**config.mk**
```make
export PLATFORM = sky130hd
export DESIGN_NAME = ipip_tunnel_encap_decap_core
export DESIGN_NICKNAME = d
export VERILOG_FILES = /design/src/sv/ipip_pkg.sv /design/src/sv/ipip_front.sv /design/src/sv/ipip_job_fifo.sv /design/src/sv/ipip_back.sv /design/src/sv/ipip_tunnel_encap_decap_core.sv
export SDC_FILE = /design/constraint.sdc
export NUM_CORES = 2
export LEC_CHECK = 0
export ABC_AREA = 1
export BUFFER_PORTS_ARGS = -buffer_cell sky130_fd_sc_hd__buf_2
export CORE_UTILIZATION = 45
export DETAILED_ROUTE_END_ITERATION = 16
export SLEW_MARGIN = 30
export SYNTH_ARGS = -nofsm -noshare
export SYNTH_HDL_FRONTEND = slang
export SYNTH_SLANG_ARGS = --single-unit
export TNS_END_PERCENT = 100
```
**constraint.sdc**
```tcl
create_clock -name clock -period 6.9 [get_ports clock]
set_input_delay 1.38 -clock clock [delete_from_list [all_inputs] [get_ports clock]]
set_output_delay 1.38 -clock clock [all_outputs]
set_load 0.1 [all_outputs]
```
**src/sv/ipip_pkg.sv**
```systemverilog
// ----------------------------------------------------------------------------
// ipip_pkg
// Shared types, constants and helpers for the ipip tunnel encap/decap core.
// ----------------------------------------------------------------------------
package ipip_pkg;

   localparam int IPIP_HDR_BYTES   = 34;
   localparam int IPIP_ETH_BYTES   = 14;
   localparam int IPIP_OUTER_BYTES = 20;
   localparam int IPIP_QUEUE_DEPTH = 16;

   localparam logic [5:0]  HDR_LAST_IDX   = 6'(IPIP_HDR_BYTES - 1);
   localparam logic [5:0]  ETH_LAST_IDX   = 6'(IPIP_ETH_BYTES - 1);
   localparam logic [5:0]  ENCAP_LAST_IDX = 6'(IPIP_HDR_BYTES + IPIP_OUTER_BYTES - 1);
   localparam logic [15:0] ETHERTYPE_IPV4 = 16'h0800;
   localparam logic [7:0]  PROTO_IPIP     = 8'd4;
   localparam logic [7:0]  OUTER_VER_IHL  = 8'h45;

   localparam logic [31:0] RST_SUBNET_ADDRESS = 32'hc0a80100;
   localparam logic [31:0] RST_SUBNET_MASK    = 32'hffffff00;
   localparam logic [31:0] RST_LOCAL_ADDRESS  = 32'h0a000002;
   localparam logic [31:0] RST_REMOTE_ADDRESS = 32'h0a000001;
   localparam logic [7:0]  RST_REDIRECT_PORT  = 8'd5;
   localparam logic [7:0]  RST_OUTER_TTL      = 8'd64;

   typedef enum logic [2:0] {
      CSR_DECAP_MODE     = 3'd0,
      CSR_SUBNET_ADDRESS = 3'd1,
      CSR_SUBNET_MASK    = 3'd2,
      CSR_LOCAL_ADDRESS  = 3'd3,
      CSR_REMOTE_ADDRESS = 3'd4,
      CSR_REDIRECT_PORT  = 3'd5,
      CSR_OUTER_TTL      = 3'd6
   } csr_index_type;

   typedef enum logic {
      PH_COLLECT = 1'b0,
      PH_STREAM  = 1'b1
   } phase_type;

   typedef enum logic {
      JOB_BYTE = 1'b0,
      JOB_HDR  = 1'b1
   } job_kind_type;

   typedef enum logic [1:0] {
      HDR_SHORT = 2'd0,
      HDR_PASS  = 2'd1,
      HDR_ENCAP = 2'd2,
      HDR_DECAP = 2'd3
   } hdr_mode_type;

   typedef struct packed {
      logic [7:0] frame_byte;
      logic       frame_end;
   } req_type;

   typedef struct packed {
      logic [7:0] out_byte;
      logic       out_end;
      logic       out_redirect;
      logic [7:0] out_port;
   } rsp_type;

   typedef struct packed {
      logic        decap_mode;
      logic [31:0] subnet_address;
      logic [31:0] subnet_mask;
      logic [31:0] local_address;
      logic [31:0] remote_address;
      logic [7:0]  redirect_port;
      logic [7:0]  outer_ttl;
   } cfg_type;

   typedef struct packed {
      job_kind_type kind;
      hdr_mode_type hmode;
      logic         bank;
      logic [5:0]   len;
      logic [7:0]   data;
      logic         last;
      logic         redirect;
      logic [15:0]  total;
      logic [15:0]  cksum;
   } job_type;

   typedef struct packed {
      logic       en;
      logic       bank;
      logic [5:0] idx;
      logic [7:0] data;
   } wr_port_type;

   typedef struct packed {
      logic en;
      logic bank;
   } release_type;

   function automatic logic [7:0] outer_byte(input logic [4:0] j, input logic [15:0] total,
                                             input logic [15:0] cksum, input cfg_type cfg);
      logic [7:0] v;
      v = 8'h00;
      unique case (j)
         5'd0:  v = OUTER_VER_IHL;
         5'd2:  v = total[15:8];
         5'd3:  v = total[7:0];
         5'd8:  v = cfg.outer_ttl;
         5'd9:  v = PROTO_IPIP;
         5'd10: v = cksum[15:8];
         5'd11: v = cksum[7:0];
         5'd12: v = cfg.local_address[31:24];
         5'd13: v = cfg.local_address[23:16];
         5'd14: v = cfg.local_address[15:8];
         5'd15: v = cfg.local_address[7:0];
         5'd16: v = cfg.remote_address[31:24];
         5'd17: v = cfg.remote_address[23:16];
         5'd18: v = cfg.remote_address[15:8];
         5'd19: v = cfg.remote_address[7:0];
         default: v = 8'h00;
      endcase
      return v;
   endfunction

endpackage

```
**src/sv/ipip_front.sv**
```systemverilog
// ----------------------------------------------------------------------------
// ipip_front
// Collects the frame header into a bank of the header store, classifies the
// frame and queues header and streaming jobs for the back end.
// ----------------------------------------------------------------------------
module ipip_front (
   input  logic                 clock,
   input  logic                 reset,
   input  ipip_pkg::cfg_type    cfg,
   input  logic                 req_valid,
   output logic                 req_ready,
   input  ipip_pkg::req_type    req_payload,
   output logic                 push,
   output ipip_pkg::job_type    push_job,
   input  logic                 fifo_full,
   output ipip_pkg::wr_port_type wr,
   input  ipip_pkg::release_type rel
);
   import ipip_pkg::*;

   phase_type   phase_ff, phase_in;
   logic [5:0]  count_ff, count_in;
   logic        bank_ff, bank_in;
   logic [1:0]  busy_ff, busy_in;
   logic        push_job_redir_ff, push_job_redir_in;
   logic [15:0] etype_ff;
   logic [13:0] frag_ff;
   logic [15:0] tlen_ff;
   logic [7:0]  proto_ff;
   logic [23:0] dest_ff;
   logic [18:0] cfg_sum_ff;

   logic        accept;
   logic        hdr_done;
   logic [31:0] dest;
   logic        ok;
   logic        do_encap;
   logic        do_decap;
   logic [15:0] total;
   logic [19:0] sum;
   logic [16:0] fold1;
   logic [15:0] fold2;

   assign accept   = req_valid && req_ready;
   assign hdr_done = count_ff == HDR_LAST_IDX;

   always_comb begin
      dest     = {dest_ff, req_payload.frame_byte};
      ok       = (etype_ff == ETHERTYPE_IPV4) && (frag_ff == 14'd0);
      do_encap = ok && !cfg.decap_mode && ((dest & cfg.subnet_mask) == cfg.subnet_address);
      do_decap = ok && cfg.decap_mode && (proto_ff == PROTO_IPIP);
      total    = tlen_ff + 16'(IPIP_OUTER_BYTES);
      sum      = {1'b0, cfg_sum_ff} + {4'd0, total};
      fold1    = {1'b0, sum[15:0]} + {13'd0, sum[19:16]};
      fold2    = fold1[15:0] + {15'd0, fold1[16]};
   end

   // next state
   always_comb begin
      phase_in = phase_ff;
      count_in = count_ff;
      bank_in  = bank_ff;
      if (accept) begin
         unique case (phase_ff)
            PH_COLLECT: begin
               if (req_payload.frame_end) begin
                  count_in = 6'd0;
                  bank_in  = ~bank_ff;
               end else if (hdr_done) begin
                  phase_in = PH_STREAM;
                  count_in = 6'd0;
                  bank_in  = ~bank_ff;
               end else begin
                  count_in = count_ff + 6'd1;
               end
            end
            PH_STREAM: begin
               if (req_payload.frame_end) begin
                  phase_in = PH_COLLECT;
               end
            end
            default: phase_in = PH_COLLECT;
         endcase
      end
   end

   // outputs
   always_comb begin
      req_ready = !fifo_full && !(phase_ff == PH_COLLECT && count_ff == 6'd0 && busy_ff[bank_ff]);
      push      = 1'b0;
      push_job  = '0;
      wr.en     = accept && phase_ff == PH_COLLECT;
      wr.bank   = bank_ff;
      wr.idx    = count_ff;
      wr.data   = req_payload.frame_byte;
      unique case (phase_ff)
         PH_COLLECT: begin
            push           = accept && (req_payload.frame_end || hdr_done);
            push_job.kind  = JOB_HDR;
            push_job.bank  = bank_ff;
            push_job.len   = count_ff;
            push_job.last  = req_payload.frame_end;
            push_job.total = total;
            push_job.cksum = ~fold2;
            if (!hdr_done) begin
               push_job.hmode = HDR_SHORT;
            end else if (do_encap) begin
               push_job.hmode    = HDR_ENCAP;
               push_job.redirect = 1'b1;
            end else if (do_decap) begin
               push_job.hmode = HDR_DECAP;
            end else begin
               push_job.hmode = HDR_PASS;
            end
         end
         PH_STREAM: begin
            push              = accept;
            push_job.kind     = JOB_BYTE;
            push_job.data     = req_payload.frame_byte;
            push_job.last     = req_payload.frame_end;
            push_job.redirect = push_job_redir_ff;
         end
         default: push = 1'b0;
      endcase
   end

   always_comb begin
      push_job_redir_in = push_job_redir_ff;
      if (accept && phase_ff == PH_COLLECT && hdr_done) begin
         push_job_redir_in = do_encap;
      end
      busy_in = busy_ff;
      if (rel.en) begin
         busy_in[rel.bank] = 1'b0;
      end
      if (push && phase_ff == PH_COLLECT) begin
         busy_in[bank_ff] = 1'b1;
      end
   end

   always_ff @(posedge clock) begin
      if (reset) begin
         phase_ff          <= PH_COLLECT;
         count_ff          <= 6'd0;
         bank_ff           <= 1'b0;
         busy_ff           <= 2'b00;
         push_job_redir_ff <= 1'b0;
      end else begin
         phase_ff          <= phase_in;
         count_ff          <= count_in;
         bank_ff           <= bank_in;
         busy_ff           <= busy_in;
         push_job_redir_ff <= push_job_redir_in;
      end
   end

   // header field capture
   always_ff @(posedge clock) begin
      cfg_sum_ff <= 19'({OUTER_VER_IHL, 8'h00}) + 19'({cfg.outer_ttl, PROTO_IPIP})
                  + 19'(cfg.local_address[31:16]) + 19'(cfg.local_address[15:0])
                  + 19'(cfg.remote_address[31:16]) + 19'(cfg.remote_address[15:0]);
      if (wr.en) begin
         unique case (count_ff)
            6'd12:   etype_ff[15:8] <= req_payload.frame_byte;
            6'd13:   etype_ff[7:0]  <= req_payload.frame_byte;
            6'd16:   tlen_ff[15:8]  <= req_payload.frame_byte;
            6'd17:   tlen_ff[7:0]   <= req_payload.frame_byte;
            6'd20:   frag_ff[13:8]  <= req_payload.frame_byte[5:0];
            6'd21:   frag_ff[7:0]   <= req_payload.frame_byte;
            6'd23:   proto_ff       <= req_payload.frame_byte;
            6'd30:   dest_ff[23:16] <= req_payload.frame_byte;
            6'd31:   dest_ff[15:8]  <= req_payload.frame_byte;
            6'd32:   dest_ff[7:0]   <= req_payload.frame_byte;
            default: ;
         endcase
      end
   end

   a_first_byte_bank_free: assert property (@(posedge clock) disable iff (reset)
      accept && phase_ff == PH_COLLECT && count_ff == 6'd0 |-> !busy_ff[bank_ff])
      else $error("header bank overwritten while in use");
   a_push_has_room: assert property (@(posedge clock) disable iff (reset)
      push |-> !fifo_full)
      else $error("job pushed into full queue");
   a_stream_push_is_byte: assert property (@(posedge clock) disable iff (reset)
      push && phase_ff == PH_STREAM |-> push_job.kind == JOB_BYTE)
      else $error("stream request queued as header job");

endmodule

```
**src/sv/ipip_job_fifo.sv**
```systemverilog
// ----------------------------------------------------------------------------
// ipip_job_fifo
// Short queue of jobs between the front end and the back end.
// ----------------------------------------------------------------------------
module ipip_job_fifo #(
   parameter int DEPTH = ipip_pkg::IPIP_QUEUE_DEPTH
) (
   input  logic              clock,
   input  logic              reset,
   input  logic              push,
   input  ipip_pkg::job_type push_job,
   input  logic              pop,
   output ipip_pkg::job_type head,
   output logic              full,
   output logic              empty
);
   import ipip_pkg::*;

   localparam int AW = (DEPTH > 1) ? $clog2(DEPTH) : 1;

   job_type         entry_ff [DEPTH];
   logic [AW-1:0]   wp_ff, wp_in;
   logic [AW-1:0]   rp_ff, rp_in;
   logic [AW:0]     cnt_ff, cnt_in;

   assign full  = cnt_ff == (AW+1)'(DEPTH);
   assign empty = cnt_ff == '0;
   assign head  = entry_ff[rp_ff];

   always_comb begin
      wp_in  = wp_ff;
      rp_in  = rp_ff;
      cnt_in = cnt_ff;
      if (push) begin
         wp_in = (wp_ff == AW'(DEPTH - 1)) ? '0 : wp_ff + AW'(1);
      end
      if (pop) begin
         rp_in = (rp_ff == AW'(DEPTH - 1)) ? '0 : rp_ff + AW'(1);
      end
      if (push && !pop) begin
         cnt_in = cnt_ff + (AW+1)'(1);
      end else if (pop && !push) begin
         cnt_in = cnt_ff - (AW+1)'(1);
      end
   end

   always_ff @(posedge clock) begin
      if (reset) begin
         wp_ff  <= '0;
         rp_ff  <= '0;
         cnt_ff <= '0;
      end else begin
         wp_ff  <= wp_in;
         rp_ff  <= rp_in;
         cnt_ff <= cnt_in;
      end
   end

   always_ff @(posedge clock) begin
      if (push) begin
         entry_ff[wp_ff] <= push_job;
      end
   end

   a_no_push_full: assert property (@(posedge clock) disable iff (reset) full |-> !push)
      else $error("push into full queue");
   a_no_pop_empty: assert property (@(posedge clock) disable iff (reset) empty |-> !pop)
      else $error("pop from empty queue");

endmodule

```
**src/sv/ipip_back.sv**
```systemverilog
// ----------------------------------------------------------------------------
// ipip_back
// Holds the two-bank header store, plays out queued header jobs unchanged, with
// the outer header inserted or with the outer header dropped, and passes stream bytes.
// ----------------------------------------------------------------------------
module ipip_back (
   input  logic                  clock,
   input  logic                  reset,
   input  ipip_pkg::cfg_type     cfg,
   input  ipip_pkg::wr_port_type wr,
   input  ipip_pkg::job_type     head,
   input  logic                  empty,
   output logic                  pop,
   output ipip_pkg::release_type rel,
   output logic                  rsp_valid,
   input  logic                  rsp_ready,
   output ipip_pkg::rsp_type     rsp_payload
);
   import ipip_pkg::*;

   logic [7:0] mem [2*IPIP_HDR_BYTES];
   logic [7:0] rd_ff;

   job_type    job_ff, job_in;
   logic       active_ff, active_in;
   logic [5:0] k_ff, k_in;

   logic       b_valid_ff, b_valid_in;
   logic       b_mem_ff, b_mem_in;
   logic [7:0] b_byte_ff, b_byte_in;
   logic       b_last_ff, b_last_in;
   logic       b_redir_ff, b_redir_in;

   logic       rsp_valid_ff;
   rsp_type    rsp_ff;

   logic       out_take;
   logic       adv;
   logic       issue;
   logic       is_encap;
   logic       in_outer;
   logic [5:0] src_idx;
   logic [6:0] raddr;
   logic [6:0] waddr;
   logic [5:0] lastk;
   logic       at_last;

   assign out_take = !rsp_valid_ff || rsp_ready;
   assign adv      = !b_valid_ff || out_take;
   assign issue    = adv && active_ff;
   assign pop      = adv && !active_ff && !empty;
   assign is_encap = job_ff.hmode == HDR_ENCAP;
   assign in_outer = is_encap && k_ff >= 6'(IPIP_ETH_BYTES) && k_ff < 6'(IPIP_HDR_BYTES);
   assign src_idx  = (is_encap && k_ff >= 6'(IPIP_HDR_BYTES)) ? k_ff - 6'(IPIP_OUTER_BYTES) : k_ff;
   assign raddr    = job_ff.bank ? {1'b0, src_idx} + 7'(IPIP_HDR_BYTES) : {1'b0, src_idx};
   assign waddr    = wr.bank ? {1'b0, wr.idx} + 7'(IPIP_HDR_BYTES) : {1'b0, wr.idx};
   assign at_last  = k_ff == lastk;
   assign rel.en   = issue && at_last;
   assign rel.bank = job_ff.bank;

   always_comb begin
      unique case (job_ff.hmode)
         HDR_SHORT: lastk = job_ff.len;
         HDR_PASS:  lastk = HDR_LAST_IDX;
         HDR_ENCAP: lastk = ENCAP_LAST_IDX;
         HDR_DECAP: lastk = ETH_LAST_IDX;
         default:   lastk = HDR_LAST_IDX;
      endcase
   end

   always_comb begin
      job_in     = job_ff;
      active_in  = active_ff;
      k_in       = k_ff;
      b_valid_in = b_valid_ff;
      b_mem_in   = b_mem_ff;
      b_byte_in  = b_byte_ff;
      b_last_in  = b_last_ff;
      b_redir_in = b_redir_ff;
      if (adv) begin
         b_valid_in = issue || (pop && head.kind == JOB_BYTE);
         if (active_ff) begin
            b_mem_in   = !in_outer;
            b_byte_in  = outer_byte(5'(k_ff - 6'(IPIP_ETH_BYTES)), job_ff.total,
                                    job_ff.cksum, cfg);
            b_last_in  = at_last && job_ff.last;
            b_redir_in = is_encap;
            k_in       = k_ff + 6'd1;
            if (at_last) begin
               active_in = 1'b0;
            end
         end else begin
            b_mem_in   = 1'b0;
            b_byte_in  = head.data;
            b_last_in  = head.last;
            b_redir_in = head.redirect;
            if (pop && head.kind == JOB_HDR) begin
               active_in = 1'b1;
               job_in    = head;
               k_in      = 6'd0;
            end
         end
      end
   end

   always_ff @(posedge clock) begin
      if (reset) begin
         active_ff    <= 1'b0;
         b_valid_ff   <= 1'b0;
         rsp_valid_ff <= 1'b0;
      end else begin
         active_ff  <= active_in;
         b_valid_ff <= b_valid_in;
         if (out_take) begin
            rsp_valid_ff <= b_valid_ff;
         end
      end
   end

   always_ff @(posedge clock) begin
      job_ff     <= job_in;
      k_ff       <= k_in;
      b_mem_ff   <= b_mem_in;
      b_byte_ff  <= b_byte_in;
      b_last_ff  <= b_last_in;
      b_redir_ff <= b_redir_in;
      if (out_take && b_valid_ff) begin
         rsp_ff.out_byte     <= b_mem_ff ? rd_ff : b_byte_ff;
         rsp_ff.out_end      <= b_last_ff;
         rsp_ff.out_redirect <= b_redir_ff;
         rsp_ff.out_port     <= b_redir_ff ? cfg.redirect_port : 8'd0;
      end
   end

   // header store
   always_ff @(posedge clock) begin
      if (wr.en) begin
         mem[waddr] <= wr.data;
      end
      if (adv) begin
         rd_ff <= mem[raddr];
      end
   end

   assign rsp_valid   = rsp_valid_ff;
   assign rsp_payload = rsp_ff;

   a_active_is_hdr: assert property (@(posedge clock) disable iff (reset)
      active_ff |-> job_ff.kind == JOB_HDR)
      else $error("sequencer running a non-header job");
   a_index_in_range: assert property (@(posedge clock) disable iff (reset)
      active_ff |-> k_ff <= lastk)
      else $error("header index past its end");
   a_stage_held: assert property (@(posedge clock) disable iff (reset)
      b_valid_ff && !out_take |=> b_valid_ff && $stable(b_byte_ff) && $stable(b_last_ff))
      else $error("stalled stage lost its request");
   a_no_pop_while_active: assert property (@(posedge clock) disable iff (reset)
      active_ff |-> !pop)
      else $error("queue popped during header playout");

endmodule

```
**src/sv/ipip_tunnel_encap_decap_core.sv**
```systemverilog
// ----------------------------------------------------------------------------
// ipip_tunnel_encap_decap_core
// IPv4-in-IPv4 tunnel encapsulation and decapsulation on a byte stream.
//
//   channel  | ports             | direction | content
//   ---------+-------------------+-----------+-------------------------------
//   request  | req_valid/ready   | in        | frame byte, frame end
//   response | rsp_valid/ready   | out       | byte, end, redirect, port
//   csr      | csr_write_en      | in        | index, 32-bit write data
//
// A request is taken every cycle while the job queue has room; the first
// 33 bytes of a frame only fill the header store, the 34th or an early end
// queues a header job played out at one byte per cycle (1 to 54 bytes).
// Header bytes of a frame wait until its header store bank is released.
// Responses leave from an output register; a stalled rsp_ready holds the
// pipeline and fills the queue. Reset is synchronous; no clearing pass.
// ----------------------------------------------------------------------------
module ipip_tunnel_encap_decap_core #(
   parameter int QUEUE_DEPTH = ipip_pkg::IPIP_QUEUE_DEPTH
) (
   input  logic              clock,
   input  logic              reset,
   input  logic              req_valid,
   output logic              req_ready,
   input  ipip_pkg::req_type req_payload,
   output logic              rsp_valid,
   input  logic              rsp_ready,
   output ipip_pkg::rsp_type rsp_payload,
   input  logic              csr_write_en,
   input  logic [2:0]        csr_index,
   input  logic [31:0]       csr_wdata
);
   import ipip_pkg::*;

   cfg_type     cfg_ff, cfg_in;
   logic        push;
   job_type     push_job;
   logic        pop;
   job_type     head;
   logic        full;
   logic        empty;
   wr_port_type wr;
   release_type rel;

   always_comb begin
      cfg_in = cfg_ff;
      if (csr_write_en) begin
         unique case (csr_index)
            CSR_DECAP_MODE:     cfg_in.decap_mode     = csr_wdata[0];
            CSR_SUBNET_ADDRESS: cfg_in.subnet_address = csr_wdata;
            CSR_SUBNET_MASK:    cfg_in.subnet_mask    = csr_wdata;
            CSR_LOCAL_ADDRESS:  cfg_in.local_address  = csr_wdata;
            CSR_REMOTE_ADDRESS: cfg_in.remote_address = csr_wdata;
            CSR_REDIRECT_PORT:  cfg_in.redirect_port  = csr_wdata[7:0];
            CSR_OUTER_TTL:      cfg_in.outer_ttl      = csr_wdata[7:0];
            default:            cfg_in = cfg_ff;
         endcase
      end
   end

   always_ff @(posedge clock) begin
      if (reset) begin
         cfg_ff.decap_mode     <= 1'b0;
         cfg_ff.subnet_address <= RST_SUBNET_ADDRESS;
         cfg_ff.subnet_mask    <= RST_SUBNET_MASK;
         cfg_ff.local_address  <= RST_LOCAL_ADDRESS;
         cfg_ff.remote_address <= RST_REMOTE_ADDRESS;
         cfg_ff.redirect_port  <= RST_REDIRECT_PORT;
         cfg_ff.outer_ttl      <= RST_OUTER_TTL;
      end else begin
         cfg_ff <= cfg_in;
      end
   end

   ipip_front u_front (
      .clock       (clock),
      .reset       (reset),
      .cfg         (cfg_ff),
      .req_valid   (req_valid),
      .req_ready   (req_ready),
      .req_payload (req_payload),
      .push        (push),
      .push_job    (push_job),
      .fifo_full   (full),
      .wr          (wr),
      .rel         (rel)
   );

   ipip_job_fifo #(
      .DEPTH (QUEUE_DEPTH)
   ) u_fifo (
      .clock    (clock),
      .reset    (reset),
      .push     (push),
      .push_job (push_job),
      .pop      (pop),
      .head     (head),
      .full     (full),
      .empty    (empty)
   );

   ipip_back u_back (
      .clock       (clock),
      .reset       (reset),
      .cfg         (cfg_ff),
      .wr          (wr),
      .head        (head),
      .empty       (empty),
      .pop         (pop),
      .rel         (rel),
      .rsp_valid   (rsp_valid),
      .rsp_ready   (rsp_ready),
      .rsp_payload (rsp_payload)
   );

endmodule

```
==> metrics.cfg <==
[outcome]
status = completed

[placed_design]
portBuffers = 68
gp_congestion = 0.901
place_hpwl_um = 122000
dp_slack_ns = -0.0506
placed_cell_area_um2 = 75800
dp.cells = 7979

[floorplanning]
initial_core_util = 0.454
ios = 69
die_w_um = 404
row_count = 147
die-area_um2 = 163000
die_height_um = 404
core-area_um2 = 161000

[cts]
cts_max_path_buffers = 3
htreeDepth = 4
clock_latency_ns = 0.82
root_buffer = clkbuf_16
cts.sinks = 1734
clk_pin_slew_ns = 0.06
cts_tree = done
numCtsBuffers = 179
ctsHoldBuffers = 0

[power]
p_per_area_nw_per_um2 = 394
seqPwrFrac = 0.395
pwr-share-comb = 0.305
switching_power_w = 0.0116
ir_worst_vdd_mv = 0.590
p_int_w = 0.0206
switching_share = 0.361
leakagePower_nw = 28.2
clkPwrFrac = 0.300

[grt]
overflow = 0
grt_first_pass_wirelength_um = 303000
grt_antenna_before_repair = 11
grt_util_all_layers = 0.250
grt_pass1_vias = 45800
grt_max_degree = 210

[yosys]
synth.distinct_cells = 63
synthArstFlopShare = 0
ys.flop_type = edfxtp_1
synth_common_cells = 1539 x edfxtp_1, 825 x nor2_1, 604 x o21ai_0
netlist_area_um2 = 72800
synthCells = 5984
synth_edf_count = 1539
yosysTopAreaCell = edfxtp_1
yosysMostFrequentCell = edfxtp_1
syn_avg_cell_area_um2 = 12.2
yosys-top-cells-area = edfxtp_1 63%, dfxtp_1 5.4%, nor2_1 4.3%
synth_seq_cells = 1734
yosysWarnings = 0
synth_top_area_share = 0.635
syn_nets = 6153
seq_area_frac_synth = 0.688

[worst_hold_path]
hold_class = flop to flop

[job]
cap_violations = 0

[routing]
routed_wirelength_um = 207000
dr.pass1.iters = 6
via_count = 48100
drc = 0
avgViaCountPerCell = 5.79
wl_per_cell_um = 24.9
ant_nets = 0
drt_iter0_drc = 5432

[worst_setup_path]
worstPathRequired_ns = 7.44
path_max_fanout = 16
crit_path_top_delay_cell = edfxtp_1
path_buf_inv = 11
end_kind = flop
cp-start-kind = flop
crit_path_frequent_cell = nand2_1
slowest_delay_ns = 0.35
crit_family = simple AND/OR/NAND/NOR gates
crit_arrival_ns = 6.85
crit_type = flop to flop

[timing]
fin_crit_ns = 6.31
slew_violations = 0
relSlewSlack = 0.321
fin_ws_ns = 0.591
finClkSkew_ns = 0.0254
hold_viol = 0
finalSetupViolations = 0
fmax_mhz = 159
hold_slack_ns = 0.436
fin_crit_sh = 0.914
worst_slew_pin_slew_ns = 1.02

[cells_and_area]
final_nets = 6172
drive_gt1_frac = 0.137
fin_cells = 8318
area_growth_pct = 12.4
finalInstanceArea_um2 = 81900
fin_util = 0.510
fillers = 13800

-- per-stage QoR --
step | TNS, ns | power [W]
after floorplan | 0 | 0.0192
after global placement | -4.15 | 0.0225
after detailed placement | -0.805 | 0.0226
after CTS | 0 | 0.0322
after global routing | -1.16 | 0.0336
final | 0 | 0.0323
-- sequential cells by signal, summed over array words and instances (netlist names), 14 cells and up, named ones only --
| signal | cells |
|---|---|
| u_fifo.entry_ff | 832 |
| u_back.mem | 544 |
| cfg_ff | 145 |
| u_back.job_ff | 41 |
| u_front.dest_ff | 24 |
| u_front.cfg_sum_ff | 19 |
| u_back.rsp_payload | 18 |
| u_front.etype_ff | 16 |
| u_front.tlen_ff | 16 |
| u_front.frag_ff | 14 |
-- layer usage --
metal | up-vias | track usage | wire length [µm]
li1 | 21900 | - | -
met4 | 2 | 0.0852 | 6330
met2 | 1867 | 0.398 | 97400
met1 | 24000 | 0.352 | 88700
met5 | - | 0 | 13
met3 | 336 | 0.0351 | 14500
-- power groups by stage --
stage                     Combinational, W  Sequential [W]  Clock [W]
after floorplan                    0.00629          0.0129          0
after global placement             0.00954          0.0130          0
after detailed placement           0.00965          0.0130          0
after CTS                          0.00970          0.0127    0.00979
after global routing                0.0107          0.0128     0.0102
final                              0.00983          0.0127    0.00968
-- cells in the final DEF, fill, tap and decap left out, types with 149 or more instances in the layout --
cell       instances
edfxtp_1        1539
nor2_1           781
o21ai_0          599
nand2_1          476
nand3_1          317
o211ai_1         311
inv_1            289
or2_2            245
dfxtp_1          190
clkbuf_16        181
o221ai_1         149
-- area by class of cell --
class	count	area, µm²	area share
inverters	317	1230	0.0150
repair buffers	177	1410	0.0172
well taps	2160	2700	0.0330
diodes	1	2.50	0.0000306
flip-flops and latches	1734	50100	0.612
clock buffers	238	4850	0.0593
clock inverters	97	1030	0.0126
multi-input cells	3594	20500	0.250
-- path summary, 6_finish.rpt --
path	cells past startpoint	end	startpoint	slack, ns
max	46	u_fifo.entry_ff[3][14]	u_front.tlen_ff[2]	0.59
min	0	u_back.rsp_payload[9]	u_back.b_last_ff	0.44
max reg2reg	46	u_fifo.entry_ff[3][14]	u_front.tlen_ff[2]	0.59
min reg2reg	0	u_back.rsp_payload[9]	u_back.b_last_ff	0.44
-- logic make-up (layout without fill, tap and decap cells) --
logic type / count (synthesis) / after routing / synth area share
AOI/OAI and AO/OA: 1337 / 1337 / 0.114
other: 0 / 1 / 0
muxes: 8 / 8 / 0.00124
xor gates and xnor gates: 63 / 63 / 0.00758
buffers and inverters: 656 / 829 / 0.0355
adders and majority gates: 120 / 120 / 0.0252
and+or+nand+nor: 2066 / 2066 / 0.128
DFF: 1734 / 1734 / 0.688
-- worst reg2reg max path, delay by kind of cell, from the launching register on --
kind            cells  cell delay, ns
simple gates       27            2.83
fa+ha+maj           4            1.02
buf+inv            11            1.15
compound gates      2            0.33
flops               1            0.35
xor+xnor            2            0.35
-- timing repair --
action                                  in CTS  in global routing
pin swaps                                    0                  3
gates resized for setup                      1                 30
buffers inserted                             0                  3
endpoints found under the setup margin      16                144
gates cloned                                 0                  0
Note: power is estimated with default switching activity, not from simulation.
